File: config.mk
export PLATFORM = sky130hd
export DESIGN_NAME = dha_mul
export DESIGN_NICKNAME = d
export VERILOG_FILES = /design/src/hw/rtl/dha_pkg.sv /design/src/hw/rtl/dha_mul.sv
export SDC_FILE = /design/constraint.sdc
export NUM_CORES = 2
export LEC_CHECK = 0
export BUFFER_PORTS_ARGS = -buffer_cell sky130_fd_sc_hd__buf_2
export CORE_UTILIZATION = 35
export DETAILED_ROUTE_END_ITERATION = 12
export PLACE_DENSITY_LB_ADDON = 0.25
export SYNTH_ARGS = -nofsm -noshare
export SYNTH_HDL_FRONTEND = slang
export SYNTH_SLANG_ARGS = --single-unit
File: constraint.sdc
create_clock -name clk -period 11.9 [get_ports clk]
set_clock_uncertainty 0.1 [all_clocks]
set_input_delay 1.19 -clock clk [delete_from_list [all_inputs] [get_ports clk]]
set_output_delay 1.19 -clock clk [all_outputs]
set_load 0.05 [all_outputs]
File: src/hw/rtl/dha_pkg.sv
// dha_pkg: shared types, constants and helper functions for the dihedral angle block.
// No dependencies; compiled first.
package dha_pkg;

    localparam int IN_W             = 24;   // width of one coordinate field
    localparam int ANGLE_W          = 16;   // width of the angle field
    localparam int RAW_W            = 32;   // zero-extended width of a coordinate field before sign extension
    localparam int COORD_BITS_DEF   = 24;
    localparam int CORDIC_STEPS_DEF = 16;

    localparam int MUL_CHUNK  = 17;         // unsigned slice width of the split multiplier
    localparam int SQRT_SHIFT = 32;         // |b2| carries 16 fraction bits
    localparam int X_SHIFT    = 16;         // brings x to the scale of y
    localparam int NORM_BITS  = 30;         // significant bits after normalizing
    localparam int CORDIC_W   = NORM_BITS + 3;
    localparam int Z_W        = 28;         // angle accumulator, 24 fraction bits
    localparam int GRP_LG     = 3;          // leading-one search group, 8 bits
    localparam int PI_Q24     = 52707179;
    localparam int ANGLE_MAX  = 25736;
    localparam int ROUND_BIAS = 1024;
    localparam int OUT_SHIFT  = 11;

    typedef struct packed {
        logic signed [IN_W-1:0] p1_x;
        logic signed [IN_W-1:0] p1_y;
        logic signed [IN_W-1:0] p1_z;
        logic signed [IN_W-1:0] p2_x;
        logic signed [IN_W-1:0] p2_y;
        logic signed [IN_W-1:0] p2_z;
        logic signed [IN_W-1:0] p3_x;
        logic signed [IN_W-1:0] p3_y;
        logic signed [IN_W-1:0] p3_z;
        logic signed [IN_W-1:0] p4_x;
        logic signed [IN_W-1:0] p4_y;
        logic signed [IN_W-1:0] p4_z;
    } in_item_t;

    typedef struct packed {
        logic signed [ANGLE_W-1:0] angle;
    } res_item_t;

    // Latency of dha_mul for operand widths aw and bw: one partial-product
    // stage plus a registered adder tree.
    function automatic int mul_lat(input int aw, input int bw);
        int na;
        int nb;
        na = 0;
        nb = 0;
        for (int w = 0; w < aw; w += MUL_CHUNK) na++;
        for (int w = 0; w < bw; w += MUL_CHUNK) nb++;
        return 1 + $clog2(na * nb);
    endfunction

    // atan(2^-i) with 24 fraction bits, rounded to nearest
    function automatic logic signed [Z_W-1:0] atan_q24(input int i);
        logic signed [Z_W-1:0] r;
        case (i)
            0:       r = Z_W'(13176795);
            1:       r = Z_W'(7778716);
            2:       r = Z_W'(4110060);
            3:       r = Z_W'(2086331);
            4:       r = Z_W'(1047214);
            5:       r = Z_W'(524117);
            6:       r = Z_W'(262123);
            7:       r = Z_W'(131069);
            8:       r = Z_W'(65536);
            9:       r = Z_W'(32768);
            10:      r = Z_W'(16384);
            11:      r = Z_W'(8192);
            12:      r = Z_W'(4096);
            13:      r = Z_W'(2048);
            14:      r = Z_W'(1024);
            15:      r = Z_W'(512);
            16:      r = Z_W'(256);
            17:      r = Z_W'(128);
            18:      r = Z_W'(64);
            19:      r = Z_W'(32);
            20:      r = Z_W'(16);
            21:      r = Z_W'(8);
            22:      r = Z_W'(4);
            23:      r = Z_W'(2);
            default: r = '0;
        endcase
        return r;
    endfunction

endpackage

File: src/hw/rtl/dha_mul.sv
// dha_mul: pipelined signed multiplier, sliced partial products and a registered
// adder tree, padded to a requested latency. Depends on dha_pkg.
module dha_mul #(
    parameter int AW  = 25,
    parameter int BW  = 25,
    parameter int LAT = 3
) (
    input  logic                  clk,
    input  logic                  en,
    input  logic signed [AW-1:0]  a,
    input  logic signed [BW-1:0]  b,
    output logic signed [AW+BW-1:0] p
);
    import dha_pkg::*;

    localparam int K   = MUL_CHUNK;
    localparam int P   = AW + BW;
    localparam int NA  = (AW + K - 1) / K;
    localparam int NB  = (BW + K - 1) / K;
    localparam int AE  = NA * K;
    localparam int BE  = NB * K;
    localparam int NP  = NA * NB;
    localparam int L   = $clog2(NP);
    localparam int NL  = 1 << L;
    localparam int PX  = P + 2 * K + 2;
    localparam int PAD = LAT - 1 - L;

    logic signed [AE-1:0] a_ext;
    logic signed [BE-1:0] b_ext;
    logic signed [P-1:0]  leaf [NL];
    logic signed [P-1:0]  node_reg [2*NL-1];

    assign a_ext = AE'(a);
    assign b_ext = BE'(b);

    for (genvar i = 0; i < NA; i++) begin : g_a
        for (genvar j = 0; j < NB; j++) begin : g_b
            logic signed [K:0]      sa;
            logic signed [K:0]      sb;
            logic signed [2*K+1:0]  pp;
            logic signed [PX-1:0]   fl;
            if (i == NA - 1) begin : g_sa_top
                assign sa = {a_ext[AE-1], a_ext[i*K +: K]};
            end else begin : g_sa_low
                assign sa = {1'b0, a_ext[i*K +: K]};
            end
            if (j == NB - 1) begin : g_sb_top
                assign sb = {b_ext[BE-1], b_ext[j*K +: K]};
            end else begin : g_sb_low
                assign sb = {1'b0, b_ext[j*K +: K]};
            end
            assign pp = sa * sb;
            assign fl = PX'(pp) <<< ((i + j) * K);
            assign leaf[i*NB + j] = fl[P-1:0];
        end
    end

    for (genvar k = NP; k < NL; k++) begin : g_pad
        assign leaf[k] = '0;
    end

    // heap layout: node k sums children 2k+1 and 2k+2, root at 0
    always_ff @(posedge clk)
    begin
        if (en)
        begin
            for (int k = 0; k < NL; k++)
                node_reg[NL-1+k] <= leaf[k];
            for (int k = 0; k < NL - 1; k++)
                node_reg[k] <= node_reg[2*k+1] + node_reg[2*k+2];
        end
    end

    if (PAD > 0) begin : g_dly
        logic signed [P-1:0] dly_reg [PAD];
        always_ff @(posedge clk)
        begin
            if (en)
            begin
                dly_reg[0] <= node_reg[0];
                for (int d = 1; d < PAD; d++)
                    dly_reg[d] <= dly_reg[d-1];
            end
        end
        assign p = dly_reg[PAD-1];
    end else begin : g_nodly
        assign p = node_reg[0];
    end

endmodule

# Word-level counts from Yosys, hierarchy flattened
# Memory sizes are Yosys's and may differ from the RTL's.
# Index checks and enable logic that the tools add are counted.
# totals
mem_bits_rw	350
n_memories	1
out_inout_bits	50
inputBits	52
ff_bits	0
# mem_list
memory	words	word_bits	rd	rd_ports_with_merged_regs	write_ports	line_no	source
node_reg	7	50	7	0	7	dha_mul.sv:31	logic signed [P-1:0] node_reg [2*NL-1];
# op_classes
n_mul	4
add_sub_neg	3
n_mux	2
# op_table
cell	count
$add A50 B50 Y50	3
$mul A17 B17 Y34	1
$mul A18 B8 Y26	1
$mul A8 B18 Y26	1
$mul A8 B8 Y16	1
$mux W1	2

# Logic depth before layout (Yosys ltp)
# logic_depth
ltp_word	2
ltp_mapped	24

# Worst setup path after synthesis
# Ideal clock, no wire load.
# synth_path
path_kind	in2reg
from	input port b[2]
to	memory node_reg[3][33] in the netlist's numbering, data pin
required_ns	11.542
path_stages	23
t_arrival_ns	6.693
path_buffers	1
path_slack_ns	4.849
cell_sequence	clkbuf_1 nand2_1 fa_1 fa_1 inv_1 fa_1 inv_1 fa_1 inv_1 fa_1 inv_1 fa_1 inv_1 ha_1 a21oi_1 o211ai_1 o31ai_1 o31ai_2 a31oi_2 o21bai_1 a41o_1 o22a_1 xnor2_1
# synth_lines
item	line_no	source
start: declaration	dha_mul.sv:11	input logic signed [BW-1:0] b,
end: declaration	dha_mul.sv:31	

==> out/metrics.csv <==
stage,metric,value,unit
run_status,status,completed,
cells_and_area,nNetsFinal,3954,
setup_path,cp_max_fo,25,
synthesis,yosysSeqAreaShare,0.228,
synthesis,synth_nets,3930,
timing,hold_viol_final,0,
global_routing,grt_pass1_wl,115,mm
global_routing,grt_usage,0.160,
timing,fmax,0.136,GHz
clock_network,cts_setup_buffers,0,
synthesis,ys_types,60,
route,vias,20300,
synthesis,yosys.area.top_type,fa_1,
synthesis,async_reset_ff_frac,0,
global_routing,grt_antenna_before_repair,5,
route,drt-pass1-iter-count,5,
route,wl_per_cell,16.4,um
synthesis,synthTopCellsByArea,"fa_1 30%, edfxtp_1 23%, ha_1 13%",
setup_path,start_kind,input port,
setup_path,required,12.10,ns
cells_and_area,final_core_utilization,0.383,
timing,maxSlewViolCount,0,
cells_and_area,regArea,0.00706,mm2
die,rows,108,
route,drtIter0Drc,918,
cells_and_area,areaGrowthSynthToFinish,7.95,%
timing,min_period,7.37,ns
placed_design,place.gp.congestion,0.835,
cells_and_area,multiInputGateArea,0.0212,mm2
global_routing,grt.busiest_layer,met2,
die,core,0.0872,mm2
synthesis,synth_top_family_by_area,adder cells,
clock_network,htreeDepth,1,
cells_and_area,fill_cells,8704,
clock_network,cts.clk_slew.worst_paths,0.06,ns
cells_and_area,mostFrequentLayoutCells,"604 x inv_1, 464 x fa_1, 330 x and2_1",
timing,rsz0062_at_grt,no,
cells_and_area,final_common_cell,inv_1,
route,routed_via_density,4.74,
clock_network,clock_latency,0.55,ns
setup_path,critPathCaptureType,flip-flop,
timing,max-slew-margin-rel,0.406,
timing,fin_setup_tns,0,ns
synthesis,yosysWarnings,0,
global_routing,met3_usage,0.0165,
job,maxCapViolations,0,
timing,fin_crit_sh,0.619,
placed_design,hpwl,54.7,mm
global_routing,grtUsageMet2,0.261,
die,die_height,299,um
clock_network,cts.sinks,235,
die,die_x,299,um
synthesis,synth_edf_count,235,
cells_and_area,largest_reg_flops,235,
route,drc_errors,0,
global_routing,met1_usage,0.232,
cells_and_area,final_layout_size_suffix_gt1_frac,0.0501,
synthesis,synth-seq-cells,235,
synthesis,synth_xor_xnor_area_share,0.0402,
cells_and_area,diodes,0,
synthesis,synth_top_area_share,0.300,
route,antenna_left,0,
route,drt-total-wl,70.3,mm
synthesis,synth_area,0.0310,mm2
placed_design,port_buffers,101,
timing,setup_viol,0,
clock_network,cts_resized,0,
clock_network,cts_hold_buf,0,
synthesis,synth-simple-area-share,0.144,
global_routing,grt_max_degree,96,
synthesis,synth_compound_area_frac,0.0702,
clock_network,cts.path.max_buffers,3,
synthesis,synthCells,3091,
global_routing,overflow,0,
synthesis,synthAdderAreaFrac,0.431,
global_routing,grt_pass1_vias,21300,
die,top_level_ports,102,
hold_path,min_path_type,flip-flop to flip-flop,
setup_path,path_class,input port to flip-flop,
die,dieArea,0.0896,mm2
synthesis,synth-main-ff-cell,edfxtp_1,
setup_path,arrival,7.57,ns
synthesis,avgSynthCellArea,10.0,um2
clock_network,cts_tree,built,
die,initial_core_util,0.355,
clock_network,numCtsBuffers,26,
timing,tightest_slew,0.892,ns
clock_network,cts-root-buf,clkbuf_16,
synthesis,muxShareOfSynthArea,0,
worst paths after layout:
kind                                           startpoint                        end  slack [ns]  cells past startpoint
worst max register to register  node_reg[3][17]$_DFFE_PP_  node_reg[1][37]$_DFFE_PP_        8.52                     12
worst min-delay path            node_reg[5][21]$_DFFE_PP_  node_reg[2][21]$_DFFE_PP_        0.31                      0
worst min register to register  node_reg[5][21]$_DFFE_PP_  node_reg[2][21]$_DFFE_PP_        0.31                      0
worst max-delay path                                 b[2]  node_reg[3][33]$_DFFE_PP_        4.53                     23
cells in the mapped netlist (all sizes together) (29+ instances only):
cell,count
a21o,49
clkbuf,108
nand2b,50
and2,330
fa,464
xnor2,107
nor2,90
edfxtp,235
a21oi,98
nand2,307
o21ai,63
nand3,29
xor2,35
inv,604
ha,323
stage by stage:
step	setup slack [ns]	hold slack, ns	area [um2]	instances
final	4.53	0.314	33400	4289
after global routing	4.20	0.321	33400	4289
after global placement	4.02	0.301	32500	4242
after floorplan	4.85	0.300	31000	3091
after detailed placement	3.90	0.305	32500	4242
after CTS	4.53	0.314	33400	4289
area by class of cell:
class | count | area share
Clock inverter | 16 | 0.00565
Sequential cell | 235 | 0.211
Timing Repair Buffer | 105 | 0.0163
Inverter | 605 | 0.0680
Tap cell | 1155 | 0.0432
Multi-Input combinational cell | 2142 | 0.635
Clock buffer | 31 | 0.0207
per-layer routing:
metal  share of wire  wire [um]
met1            0.48      34000
met2            0.46      32000
met3           0.044       3080
met4           0.017       1190
met5         0.00033         23
kinds of logic (layout without fill, tap and decap cells):
family / Yosys count / count (layout)
flops: 235 / 235
xor+xnor: 142 / 142
fa+ha+maj: 787 / 787
buf+inv: 714 / 757
compound gates: 333 / 333
simple gates: 880 / 880
critical path: stages:
cell and delay [ns]:
buf_2 0.44, nand2_1 0.16, fa_1 0.54, fa_1 0.55, inv_1 0.05, fa_1 0.51, inv_1 0.06, fa_1 0.53
inv_1 0.05, fa_1 0.47, inv_1 0.05, fa_1 0.47, inv_1 0.04, ha_1 0.35, a21oi_1 0.20, o211ai_1 0.12
o31ai_1 0.66, o31ai_2 0.17, a31oi_2 0.26, o21bai_1 0.13, a41o_1 0.28, o22a_1 0.17, xnor2_1 0.12
Power is not shown: default switching activity piles up to over one toggle a cycle in this logic, so the estimate is an artifact.
